$ cat src/design/rpc_pkg.sv
// ---------------------------------------------------------------------------
// Rectangle polygon clipper package
// Shared types, register indexes and the half-plane helper functions.
// ---------------------------------------------------------------------------
package rpc_pkg;

    localparam int COORD_WIDTH = 16;
    localparam int NUM_STAGES  = 4;
    localparam int STAGE_W     = $clog2(NUM_STAGES) + 1;
    localparam int SIDX_W      = $clog2(NUM_STAGES);
    localparam int ITER_W      = $clog2(COORD_WIDTH);

    typedef logic signed [COORD_WIDTH-1:0] coord_t;
    typedef logic [COORD_WIDTH-1:0]        mag_t;

    localparam logic [1:0] REG_LEFT   = 2'd0;
    localparam logic [1:0] REG_RIGHT  = 2'd1;
    localparam logic [1:0] REG_BOTTOM = 2'd2;
    localparam logic [1:0] REG_TOP    = 2'd3;

    localparam logic [SIDX_W-1:0] STG_LEFT   = SIDX_W'(0);
    localparam logic [SIDX_W-1:0] STG_BOTTOM = SIDX_W'(1);
    localparam logic [SIDX_W-1:0] STG_RIGHT  = SIDX_W'(2);
    localparam logic [SIDX_W-1:0] STG_TOP    = SIDX_W'(3);

    typedef struct packed {
        coord_t left;
        coord_t right;
        coord_t bottom;
        coord_t top;
    } bounds_t;

    typedef struct packed {
        coord_t x;
        coord_t y;
        logic   last;
    } vert_t;

    // Operands of one edge crossing, already reduced to magnitudes.
    typedef struct packed {
        mag_t   a;
        mag_t   m;
        mag_t   c;
        logic   neg;
        coord_t base;
        coord_t bnd;
        logic   axis_y;
    } xreq_t;

    typedef enum logic [2:0] {
        B_IDLE,
        B_STAGE,
        B_DIV,
        B_NEXT,
        B_CLOSE,
        B_FINAL
    } back_state_t;

    typedef enum logic [1:0] {
        D_IDLE,
        D_MUL,
        D_DIV
    } div_state_t;

    function automatic logic inside_of(logic [SIDX_W-1:0] s, bounds_t bd,
                                       coord_t x, coord_t y);
        logic r;
        case (s)
            STG_LEFT:   r = (x >= bd.left);
            STG_BOTTOM: r = (y >= bd.bottom);
            STG_RIGHT:  r = (x <= bd.right);
            default:    r = (y <= bd.top);
        endcase
        return r;
    endfunction

    function automatic xreq_t make_xreq(logic [SIDX_W-1:0] s, bounds_t bd,
                                        coord_t px, coord_t py,
                                        coord_t vx, coord_t vy);
        xreq_t r;
        coord_t b;
        coord_t pa;
        coord_t va;
        coord_t po;
        coord_t vo;
        logic signed [COORD_WIDTH:0] num;
        logic signed [COORD_WIDTH:0] den;
        logic signed [COORD_WIDTH:0] d;
        logic signed [COORD_WIDTH:0] an;
        logic signed [COORD_WIDTH:0] ac;
        logic signed [COORD_WIDTH:0] am;
        case (s)
            STG_LEFT:   b = bd.left;
            STG_BOTTOM: b = bd.bottom;
            STG_RIGHT:  b = bd.right;
            default:    b = bd.top;
        endcase
        r.axis_y = s[0];
        pa  = r.axis_y ? py : px;
        va  = r.axis_y ? vy : vx;
        po  = r.axis_y ? px : py;
        vo  = r.axis_y ? vx : vy;
        num = {b[COORD_WIDTH-1], b} - {pa[COORD_WIDTH-1], pa};
        den = {va[COORD_WIDTH-1], va} - {pa[COORD_WIDTH-1], pa};
        d   = {vo[COORD_WIDTH-1], vo} - {po[COORD_WIDTH-1], po};
        an  = num[COORD_WIDTH] ? -num : num;
        ac  = den[COORD_WIDTH] ? -den : den;
        am  = d[COORD_WIDTH] ? -d : d;
        // The ratio is clamped to one, so the crossing stays on the edge.
        r.a    = (an > ac) ? ac[COORD_WIDTH-1:0] : an[COORD_WIDTH-1:0];
        r.c    = ac[COORD_WIDTH-1:0];
        r.m    = am[COORD_WIDTH-1:0];
        r.neg  = d[COORD_WIDTH];
        r.base = po;
        r.bnd  = b;
        return r;
    endfunction

endpackage

$ cat src/design/rpc_xunit.sv
// ---------------------------------------------------------------------------
// Crossing unit
// Multiplies the offset by the edge run, then divides by the edge span two
// quotient bits a cycle, and assembles the crossing point.
// ---------------------------------------------------------------------------
module rpc_xunit
    import rpc_pkg::*;
(
    input  logic   clk,
    input  logic   rst_n,
    input  logic   start,
    input  xreq_t  req,
    output logic   done,
    output coord_t x,
    output coord_t y
);

    localparam int PW = 2 * COORD_WIDTH;

    div_state_t              state_reg, state_next;
    xreq_t                   req_reg, req_next;
    logic [PW-1:0]           dq_reg, dq_next;
    mag_t                    rem_reg, rem_next;
    logic [ITER_W-1:0]       cnt_reg, cnt_next;
    logic                    done_reg, done_next;
    coord_t                  x_reg, x_next;
    coord_t                  y_reg, y_next;

    logic [PW-1:0]           st_dq;
    mag_t                    st_rem;
    logic [COORD_WIDTH:0]    trial;
    mag_t                    quot;
    logic signed [COORD_WIDTH:0] res;

    always_ff @(posedge clk or negedge rst_n)
    begin
        if (!rst_n)
        begin
            state_reg <= D_IDLE;
            done_reg  <= 1'b0;
        end
        else
        begin
            state_reg <= state_next;
            done_reg  <= done_next;
        end
    end

    always_ff @(posedge clk)
    begin
        req_reg <= req_next;
        dq_reg  <= dq_next;
        rem_reg <= rem_next;
        cnt_reg <= cnt_next;
        x_reg   <= x_next;
        y_reg   <= y_next;
    end

    // Two restoring division steps.
    always_comb
    begin
        st_dq  = dq_reg;
        st_rem = rem_reg;
        for (int k = 0; k < 2; k++)
        begin
            trial = {st_rem, st_dq[PW-1]};
            st_dq = {st_dq[PW-2:0], 1'b0};
            if (trial >= {1'b0, req_reg.c})
            begin
                trial    = trial - {1'b0, req_reg.c};
                st_dq[0] = 1'b1;
            end
            st_rem = trial[COORD_WIDTH-1:0];
        end
    end

    always_comb
    begin
        state_next = state_reg;
        req_next   = req_reg;
        dq_next    = dq_reg;
        rem_next   = rem_reg;
        cnt_next   = cnt_reg;
        done_next  = 1'b0;
        x_next     = x_reg;
        y_next     = y_reg;
        quot       = (req_reg.c == '0) ? '0 : st_dq[COORD_WIDTH-1:0];
        res        = {req_reg.base[COORD_WIDTH-1], req_reg.base}
                   + (req_reg.neg ? -{1'b0, quot} : {1'b0, quot});
        unique case (state_reg)
            D_IDLE:
            begin
                if (start)
                begin
                    req_next   = req;
                    state_next = D_MUL;
                end
            end
            D_MUL:
            begin
                dq_next    = req_reg.a * req_reg.m;
                rem_next   = '0;
                cnt_next   = '0;
                state_next = D_DIV;
            end
            D_DIV:
            begin
                dq_next  = st_dq;
                rem_next = st_rem;
                cnt_next = cnt_reg + 1'b1;
                if (cnt_reg == ITER_W'(COORD_WIDTH - 1))
                begin
                    x_next     = req_reg.axis_y ? res[COORD_WIDTH-1:0] : req_reg.bnd;
                    y_next     = req_reg.axis_y ? req_reg.bnd : res[COORD_WIDTH-1:0];
                    done_next  = 1'b1;
                    state_next = D_IDLE;
                end
            end
            default:
            begin
                state_next = D_IDLE;
            end
        endcase
    end

    assign done = done_reg;
    assign x    = x_reg;
    assign y    = y_reg;

endmodule

$ cat src/design/rpc_front.sv
// ---------------------------------------------------------------------------
// Clipper front end
// Holds the clip bounds and queues incoming vertices for the back end.
// ---------------------------------------------------------------------------
module rpc_front
    import rpc_pkg::*;
(
    input  logic       clk,
    input  logic       rst_n,
    input  logic       vert_valid,
    output logic       vert_ready,
    input  coord_t     vert_x,
    input  coord_t     vert_y,
    input  logic       vert_last,
    input  logic       cfg_valid,
    output logic       cfg_ready,
    input  logic [1:0] cfg_index,
    input  coord_t     cfg_data,
    output bounds_t    bounds,
    output logic       q_valid,
    output vert_t      q_item,
    input  logic       q_pop
);

    bounds_t     bounds_reg;
    vert_t       ent_reg [2];
    logic        wr_ptr_reg;
    logic        rd_ptr_reg;
    logic [1:0]  count_reg;
    logic        push;

    assign vert_ready = (count_reg != 2'd2);
    assign cfg_ready  = 1'b1;
    assign push       = vert_valid && vert_ready;
    assign q_valid    = (count_reg != 2'd0);
    assign q_item     = ent_reg[rd_ptr_reg];
    assign bounds     = bounds_reg;

    always_ff @(posedge clk or negedge rst_n)
    begin
        if (!rst_n)
        begin
            bounds_reg.left   <= COORD_WIDTH'(20);
            bounds_reg.right  <= COORD_WIDTH'(120);
            bounds_reg.bottom <= COORD_WIDTH'(20);
            bounds_reg.top    <= COORD_WIDTH'(120);
        end
        else if (cfg_valid)
        begin
            unique case (cfg_index)
                REG_LEFT:   bounds_reg.left   <= cfg_data;
                REG_RIGHT:  bounds_reg.right  <= cfg_data;
                REG_BOTTOM: bounds_reg.bottom <= cfg_data;
                REG_TOP:    bounds_reg.top    <= cfg_data;
                default:    bounds_reg.top    <= bounds_reg.top;
            endcase
        end
    end

    always_ff @(posedge clk or negedge rst_n)
    begin
        if (!rst_n)
        begin
            wr_ptr_reg <= 1'b0;
            rd_ptr_reg <= 1'b0;
            count_reg  <= 2'd0;
        end
        else
        begin
            if (push)
            begin
                wr_ptr_reg <= ~wr_ptr_reg;
            end
            if (q_pop && q_valid)
            begin
                rd_ptr_reg <= ~rd_ptr_reg;
            end
            count_reg <= count_reg + {1'b0, push} - {1'b0, q_pop && q_valid};
        end
    end

    always_ff @(posedge clk)
    begin
        if (push)
        begin
            ent_reg[wr_ptr_reg] <= '{x: vert_x, y: vert_y, last: vert_last};
        end
    end

endmodule

$ cat src/design/rpc_back.sv
// ---------------------------------------------------------------------------
// Clipper back end
// Walks each vertex through the four half-plane stages, closes the polygon
// on the last vertex and drives the output register.
// ---------------------------------------------------------------------------
module rpc_back
    import rpc_pkg::*;
(
    input  logic    clk,
    input  logic    rst_n,
    input  bounds_t bounds,
    input  logic    q_valid,
    input  vert_t   q_item,
    output logic    q_pop,
    output logic    out_valid,
    input  logic    out_ready,
    output coord_t  out_x,
    output coord_t  out_y,
    output logic    out_last,
    output logic    out_empty
);

    back_state_t             state_reg, state_next;
    coord_t                  cur_x_reg, cur_x_next;
    coord_t                  cur_y_reg, cur_y_next;
    logic [STAGE_W-1:0]      cur_s_reg, cur_s_next;
    logic [STAGE_W-1:0]      close_reg, close_next;
    logic                    last_reg, last_next;
    logic [NUM_STAGES-1:0]   pend_reg, pend_next;
    coord_t                  pend_x_reg [NUM_STAGES];
    coord_t                  pend_x_next [NUM_STAGES];
    coord_t                  pend_y_reg [NUM_STAGES];
    coord_t                  pend_y_next [NUM_STAGES];
    coord_t                  first_x_reg [NUM_STAGES];
    coord_t                  first_x_next [NUM_STAGES];
    coord_t                  first_y_reg [NUM_STAGES];
    coord_t                  first_y_next [NUM_STAGES];
    coord_t                  prev_x_reg [NUM_STAGES];
    coord_t                  prev_x_next [NUM_STAGES];
    coord_t                  prev_y_reg [NUM_STAGES];
    coord_t                  prev_y_next [NUM_STAGES];
    logic [NUM_STAGES-1:0]   has_reg, has_next;
    logic                    any_reg, any_next;
    coord_t                  held_x_reg, held_x_next;
    coord_t                  held_y_reg, held_y_next;
    logic                    out_valid_reg, out_valid_next;
    coord_t                  out_x_reg, out_x_next;
    coord_t                  out_y_reg, out_y_next;
    logic                    out_last_reg, out_last_next;
    logic                    out_empty_reg, out_empty_next;

    logic [SIDX_W-1:0]       sidx;
    logic [SIDX_W-1:0]       psel;
    logic                    vin;
    logic                    pin;
    logic                    fin;
    logic                    slot_free;
    logic                    x_start;
    xreq_t                   x_req;
    logic                    x_done;
    coord_t                  x_x;
    coord_t                  x_y;

    rpc_xunit u_xunit (
        .clk   (clk),
        .rst_n (rst_n),
        .start (x_start),
        .req   (x_req),
        .done  (x_done),
        .x     (x_x),
        .y     (x_y)
    );

    always_ff @(posedge clk or negedge rst_n)
    begin
        if (!rst_n)
        begin
            state_reg     <= B_IDLE;
            cur_s_reg     <= '0;
            close_reg     <= '0;
            last_reg      <= 1'b0;
            pend_reg      <= '0;
            has_reg       <= '0;
            any_reg       <= 1'b0;
            out_valid_reg <= 1'b0;
        end
        else
        begin
            state_reg     <= state_next;
            cur_s_reg     <= cur_s_next;
            close_reg     <= close_next;
            last_reg      <= last_next;
            pend_reg      <= pend_next;
            has_reg       <= has_next;
            any_reg       <= any_next;
            out_valid_reg <= out_valid_next;
        end
    end

    always_ff @(posedge clk)
    begin
        cur_x_reg     <= cur_x_next;
        cur_y_reg     <= cur_y_next;
        pend_x_reg    <= pend_x_next;
        pend_y_reg    <= pend_y_next;
        first_x_reg   <= first_x_next;
        first_y_reg   <= first_y_next;
        prev_x_reg    <= prev_x_next;
        prev_y_reg    <= prev_y_next;
        held_x_reg    <= held_x_next;
        held_y_reg    <= held_y_next;
        out_x_reg     <= out_x_next;
        out_y_reg     <= out_y_next;
        out_last_reg  <= out_last_next;
        out_empty_reg <= out_empty_next;
    end

    assign sidx      = (state_reg == B_CLOSE) ? close_reg[SIDX_W-1:0]
                                              : cur_s_reg[SIDX_W-1:0];
    assign vin       = inside_of(sidx, bounds, cur_x_reg, cur_y_reg);
    assign pin       = inside_of(sidx, bounds, prev_x_reg[sidx], prev_y_reg[sidx]);
    assign fin       = inside_of(sidx, bounds, first_x_reg[sidx], first_y_reg[sidx]);
    assign slot_free = !out_valid_reg || out_ready;

    // The deepest pending vertex is resumed first, as in a depth-first walk.
    always_comb
    begin
        psel = '0;
        for (int i = 0; i < NUM_STAGES; i++)
        begin
            if (pend_reg[i])
            begin
                psel = SIDX_W'(i);
            end
        end
    end

    always_comb
    begin
        state_next     = state_reg;
        cur_x_next     = cur_x_reg;
        cur_y_next     = cur_y_reg;
        cur_s_next     = cur_s_reg;
        close_next     = close_reg;
        last_next      = last_reg;
        pend_next      = pend_reg;
        pend_x_next    = pend_x_reg;
        pend_y_next    = pend_y_reg;
        first_x_next   = first_x_reg;
        first_y_next   = first_y_reg;
        prev_x_next    = prev_x_reg;
        prev_y_next    = prev_y_reg;
        has_next       = has_reg;
        any_next       = any_reg;
        held_x_next    = held_x_reg;
        held_y_next    = held_y_reg;
        out_valid_next = out_valid_reg && !out_ready;
        out_x_next     = out_x_reg;
        out_y_next     = out_y_reg;
        out_last_next  = out_last_reg;
        out_empty_next = out_empty_reg;
        q_pop          = 1'b0;
        x_start        = 1'b0;
        x_req          = make_xreq(sidx, bounds, prev_x_reg[sidx], prev_y_reg[sidx],
                                   cur_x_reg, cur_y_reg);

        unique case (state_reg)
            B_IDLE:
            begin
                if (q_valid)
                begin
                    q_pop      = 1'b1;
                    cur_x_next = q_item.x;
                    cur_y_next = q_item.y;
                    last_next  = q_item.last;
                    cur_s_next = '0;
                    state_next = B_STAGE;
                end
            end
            B_STAGE:
            begin
                if (cur_s_reg == STAGE_W'(NUM_STAGES))
                begin
                    // A surviving vertex pushes the held one out.
                    if (!any_reg || slot_free)
                    begin
                        if (any_reg)
                        begin
                            out_valid_next = 1'b1;
                            out_x_next     = held_x_reg;
                            out_y_next     = held_y_reg;
                            out_last_next  = 1'b0;
                            out_empty_next = 1'b0;
                        end
                        held_x_next = cur_x_reg;
                        held_y_next = cur_y_reg;
                        any_next    = 1'b1;
                        state_next  = B_NEXT;
                    end
                end
                else
                begin
                    prev_x_next[sidx] = cur_x_reg;
                    prev_y_next[sidx] = cur_y_reg;
                    if (!has_reg[sidx])
                    begin
                        has_next[sidx]     = 1'b1;
                        first_x_next[sidx] = cur_x_reg;
                        first_y_next[sidx] = cur_y_reg;
                    end
                    if (has_reg[sidx] && (pin != vin))
                    begin
                        x_start           = 1'b1;
                        pend_next[sidx]   = vin;
                        pend_x_next[sidx] = cur_x_reg;
                        pend_y_next[sidx] = cur_y_reg;
                        cur_s_next        = cur_s_reg + 1'b1;
                        state_next        = B_DIV;
                    end
                    else if (vin)
                    begin
                        cur_s_next = cur_s_reg + 1'b1;
                    end
                    else
                    begin
                        state_next = B_NEXT;
                    end
                end
            end
            B_DIV:
            begin
                if (x_done)
                begin
                    cur_x_next = x_x;
                    cur_y_next = x_y;
                    state_next = B_STAGE;
                end
            end
            B_NEXT:
            begin
                if (pend_reg != '0)
                begin
                    pend_next[psel] = 1'b0;
                    cur_x_next      = pend_x_reg[psel];
                    cur_y_next      = pend_y_reg[psel];
                    cur_s_next      = {1'b0, psel} + 1'b1;
                    state_next      = B_STAGE;
                end
                else if (last_reg)
                begin
                    state_next = B_CLOSE;
                end
                else
                begin
                    state_next = B_IDLE;
                end
            end
            B_CLOSE:
            begin
                if (close_reg == STAGE_W'(NUM_STAGES))
                begin
                    state_next = B_FINAL;
                end
                else
                begin
                    has_next[sidx] = 1'b0;
                    close_next     = close_reg + 1'b1;
                    if (has_reg[sidx] && (pin != fin))
                    begin
                        x_start    = 1'b1;
                        x_req      = make_xreq(sidx, bounds,
                                               prev_x_reg[sidx], prev_y_reg[sidx],
                                               first_x_reg[sidx], first_y_reg[sidx]);
                        cur_s_next = close_reg + 1'b1;
                        state_next = B_DIV;
                    end
                end
            end
            B_FINAL:
            begin
                if (slot_free)
                begin
                    out_valid_next = 1'b1;
                    out_x_next     = any_reg ? held_x_reg : '0;
                    out_y_next     = any_reg ? held_y_reg : '0;
                    out_last_next  = 1'b1;
                    out_empty_next = !any_reg;
                    any_next       = 1'b0;
                    last_next      = 1'b0;
                    close_next     = '0;
                    state_next     = B_IDLE;
                end
            end
            default:
            begin
                state_next = B_IDLE;
            end
        endcase
    end

    assign out_valid = out_valid_reg;
    assign out_x     = out_x_reg;
    assign out_y     = out_y_reg;
    assign out_last  = out_last_reg;
    assign out_empty = out_empty_reg;

    a_idle_no_pending: assert property (@(posedge clk) disable iff (!rst_n)
        (state_reg == B_IDLE) |-> (pend_reg == '0))
        else $error("pending vertex left over between input vertices");

    a_final_stages_clear: assert property (@(posedge clk) disable iff (!rst_n)
        (state_reg == B_FINAL) |-> (has_reg == '0))
        else $error("stage still holds a first vertex when the polygon closes");

    a_final_clears_held: assert property (@(posedge clk) disable iff (!rst_n)
        (state_reg == B_FINAL && slot_free) |=> (!any_reg && out_valid_reg && out_last_reg))
        else $error("closing transaction did not go out correctly");

    a_done_only_waiting: assert property (@(posedge clk) disable iff (!rst_n)
        x_done |-> (state_reg == B_DIV))
        else $error("crossing result arrived while the sequencer was not waiting");

endmodule

$ cat src/design/rect_polygon_clipper.sv
// ---------------------------------------------------------------------------
// Rectangle polygon clipper
// Sutherland-Hodgman clipping of a streamed polygon against a rectangle.
// ---------------------------------------------------------------------------
// One vertex at a time: it leaves the queue in B_IDLE, visits B_STAGE once per
// stage it enters (the output hand-off counts as a fifth) and finishes in B_NEXT.
// Each edge crossing waits in B_DIV on the shared multiply-and-divide unit, then
// walks on through the later stages. The last vertex closes the stages in B_CLOSE
// with any closing crossings, then B_FINAL sends the final transaction.
// Reset clears all stage state and loads the bounds 20, 120, 20, 120.
module rect_polygon_clipper
    import rpc_pkg::*;
(
    input  logic       clk,
    input  logic       rst_n,
    input  logic       vert_valid,
    output logic       vert_ready,
    input  coord_t     vert_x,
    input  coord_t     vert_y,
    input  logic       vert_last,
    output logic       out_valid,
    input  logic       out_ready,
    output coord_t     out_x,
    output coord_t     out_y,
    output logic       out_last,
    output logic       out_empty,
    input  logic       cfg_valid,
    output logic       cfg_ready,
    input  logic [1:0] cfg_index,
    input  coord_t     cfg_data
);

    bounds_t bounds;
    logic    q_valid;
    vert_t   q_item;
    logic    q_pop;

    rpc_front u_front (
        .clk        (clk),
        .rst_n      (rst_n),
        .vert_valid (vert_valid),
        .vert_ready (vert_ready),
        .vert_x     (vert_x),
        .vert_y     (vert_y),
        .vert_last  (vert_last),
        .cfg_valid  (cfg_valid),
        .cfg_ready  (cfg_ready),
        .cfg_index  (cfg_index),
        .cfg_data   (cfg_data),
        .bounds     (bounds),
        .q_valid    (q_valid),
        .q_item     (q_item),
        .q_pop      (q_pop)
    );

    rpc_back u_back (
        .clk       (clk),
        .rst_n     (rst_n),
        .bounds    (bounds),
        .q_valid   (q_valid),
        .q_item    (q_item),
        .q_pop     (q_pop),
        .out_valid (out_valid),
        .out_ready (out_ready),
        .out_x     (out_x),
        .out_y     (out_y),
        .out_last  (out_last),
        .out_empty (out_empty)
    );

endmodule

$ cat config.mk
export PLATFORM = sky130hd
export DESIGN_NAME = rect_polygon_clipper
export DESIGN_NICKNAME = d
export VERILOG_FILES = /design/src/design/rpc_pkg.sv /design/src/design/rpc_xunit.sv /design/src/design/rpc_front.sv /design/src/design/rpc_back.sv /design/src/design/rect_polygon_clipper.sv
export SDC_FILE = /design/constraint.sdc
export NUM_CORES = 2
export LEC_CHECK = 0
export BUFFER_PORTS_ARGS = -buffer_cell sky130_fd_sc_hd__buf_2
export CORE_UTILIZATION = 40
export CTS_CLUSTER_SIZE = 30
export DETAILED_ROUTE_END_ITERATION = 12
export HOLD_SLACK_MARGIN = 0.12
export PLACE_DENSITY_LB_ADDON = 0.15
export REMOVE_ABC_BUFFERS = 1
export SLEW_MARGIN = 0
export SYNTH_ARGS = -nofsm -noshare
export SYNTH_HDL_FRONTEND = slang
export SYNTH_SLANG_ARGS = --single-unit
$ cat constraint.sdc
create_clock -name clk -period 24.6 [get_ports clk]
set_input_delay 2.46 -clock clk [delete_from_list [all_inputs] [get_ports clk]]
set_output_delay 2.46 -clock clk [all_outputs]
set_load 0.1 [all_outputs]
==> results.txt <==
RSZ-0062 raised after global routing: no
CP Data Arrival Time: 10460 ps
met1 Usage GRT: 36.4%
crit share post-route: 40.6%
total iterations of the first detailed-routing run: 6
setup repair bufs after CTS: 0
cts hold-fix bufs: 0
Worst Tran Pin Value: 1260 ps
status: complete, no violations
clock sink total: 805
global-route wire length before repair: 265 mm
Synth top area share: 39.3%
fill count: 12800
max_slew headroom: 15.3%
number of vias per cell: 5.71
fin. max-slew vios: 0
HPWL Detailed: 137 mm
wire length per cell: 25.4 um
GR Layer Usage met2: 42.2%
area of the die: 138000 um^2
DR DRC count: 0
number of synthesized register bits: 805
Setup crit end kind: flop
clk buf depth: 3
placeable core area: 135000 um^2
Die Wd: 371 um
Finished Layout Cells: 7134
register area share after synthesis: 43.5%
CP Max Fanout: 47
Storage cell area: 23700 um^2
ys flop type: edfxtp_1
Die Span Y: 371 um
Detail Route Antenna Nets: 0
FP Rows: 135
Starting Density: 40.3%
met3 usage: 3.57%
Synth Instances: 5193
largest net degree at the start of global routing: 144
Hold Crit Class: flop to flop
TritonCTS Buffers: 93
CTS clk-pin slew, worst paths: 60 ps
vias in the first global route: 39400
Leak: 24.6 nW
area grow syn2layout: 10.8%
synthesis warning total: 0
# H-tree levels: 3
number of synthesized flops with an enable pin: 714
Starting DRT DRC Count: 3604
leading area contributor after synthesis: edfxtp_1
Clock Tree Root: clkbuf_16
total power draw: 3.49 mW
Post-synth top cells: nand2_1, edfxtp_1, ha_1, inv_1, a21oi_1
clk_lat worst skew: 740 ps
Synth cell types: 85
via count: 40700
initial antenna violation count: 10
Net count, final: 6000
number of flip-flops in the largest register: 82
startpoint class of the critical path: flop
Crit path required time: 25080 ps
Post-Syn Area: 54500 um^2
Layout Skew: 61.8 ps
DP Cell Count: 6957
fin util: 44.7%
gr busiest metal: met2
top-level I/O count: 93
FMAX: 100 MHz
top cells by area, synth: edfxtp_1, ha_1, fa_1
cell area power density: 57.7 nW/um^2
setup TNS: 0 ps
GRT overflow: 0
cell with the most instances after synthesis: nand2_1
GPL Wtd Cong: 0.999
Buffers on Ports: 91
crit path time final: 9980 ps
share of layout cells above drive strength 1: 8.88%
Max Cap Viol: 0
CTS tree: built
FFs w/ async S/R, synth: 11.3%
worst vdd ir: 0.0612 mV
area of the multi-input gates: 28700 um^2
GRT Util Overall: 26.1%
mean post-synth cell area: 10.5 um^2
cts repair resizes: 0
Fin. Hold Viols: 0
final wirelength: 181 mm
CP Class: flop to flop
Setup violations, final: 0
==> path summary, 6_finish.rpt <==
check | startpoint | to | slack [ps] | depth (start not counted)
hold / removal | u_back.cur_y_reg[15] | u_back.held_y_reg[15] | 480 | 0
min in group asynchronous | rst_n | u_front.bounds[57] | 1730 | 1
setup reg to reg | u_back.state_reg[2] | u_back.u_xunit.req_reg[70] | 14620 | 27
max in group asynchronous | rst_n | u_front.rd_ptr_reg | 21480 | 2
hold reg to reg | u_back.cur_y_reg[15] | u_back.held_y_reg[15] | 480 | 0
setup / recovery | u_back.state_reg[2] | u_back.u_xunit.req_reg[70] | 14620 | 27
==> worst max-delay path, stage by stage, from the launching register on <==
cell	delay [ps]
dfrtp_1	770
nor3b_4	570
mux2i_4	690
inv_4	380
buf_4	380
buf_4	370
and3_1	270
a21o_1	250
fa_1	450
a21o_1	220
a22o_1	220
o221ai_1	550
o311ai_0	360
o21ai_1	550
o21ai_0	220
xnor2_1	400
inv_1	130
ha_1	310
a21o_1	180
a21o_1	170
a21oi_1	180
o21ai_0	130
o21bai_1	180
o311a_1	120
a21oi_1	700
buf_4	310
nor2_1	120
a222oi_1	430
==> cells in the final DEF (no fill, tap or decap), drive strengths merged, types with 46 or more instances in the layout <==
| cell type | count |
|---|---|
| clkbuf | 114 |
| mux2i | 164 |
| a21oi | 279 |
| fa | 202 |
| ha | 471 |
| nand4 | 48 |
| nand3 | 120 |
| o211ai | 65 |
| nor3 | 84 |
| a211oi | 46 |
| o21ai | 212 |
| nor2 | 270 |
| xnor2 | 112 |
| mux2 | 82 |
| and3 | 62 |
| a31oi | 52 |
| buf | 178 |
| clkinv | 48 |
| nand2 | 724 |
| and2 | 131 |
| dfrtp | 79 |
| nor2b | 70 |
| xor2 | 80 |
| a21o | 58 |
| edfxtp | 714 |
| inv | 407 |
==> logic make-up after synthesis <==
| logic type | share of synthesized area, % |
|---|---|
| buf+inv | 4.19 |
| compound gates | 11.9 |
| xor+xnor | 3.12 |
| simple gates | 14.4 |
| flops | 43.5 |
| fa+ha+maj | 18.2 |
| other cells | 0.00688 |
| mux | 4.72 |
==> final cells by class <==
| cell class | count | area share (%) |
|---|---|---|
| antenna | 3 | 0.0124 |
| clock buffer | 114 | 4.03 |
| clock inverter | 60 | 1.09 |
| inverter | 408 | 2.54 |
| multi-input combinational | 3785 | 47.5 |
| sequential | 805 | 39.3 |
| tap | 1781 | 3.69 |
| timing repair buffer | 178 | 1.86 |
==> per-layer routing <==
layer	wire (um)	part of all wire [%]	up-vias
met4	5360	3.0	4
met3	10800	6.0	247
met5	27	0.015	-
met2	83500	46	1243
li1	-	-	18800
met1	81200	45	20400
==> per-stage QoR <==
| step | hold slack (ps) | instance area [um^2] | setup WS, ps |
|---|---|---|---|
| after floorplan | 450 | 53800 | 2260 |
| after global placement | 460 | 57300 | 14970 |
| after detailed placement | 459 | 57300 | 14770 |
| after CTS | 476 | 60400 | 14720 |
| after global routing | 496 | 60400 | 14080 |
| final | 477 | 60400 | 14620 |
==> report_power, final <==
group / internal [mW] / switching (mW) / leakage [nW]
sequential: 1.53 / 0.0268 / 7.48
combinational: 0.194 / 0.324 / 15.6
clock: 0.797 / 0.611 / 1.49
total: 2.52 / 0.962 / 24.6
Power figures use the tool's default switching activity.
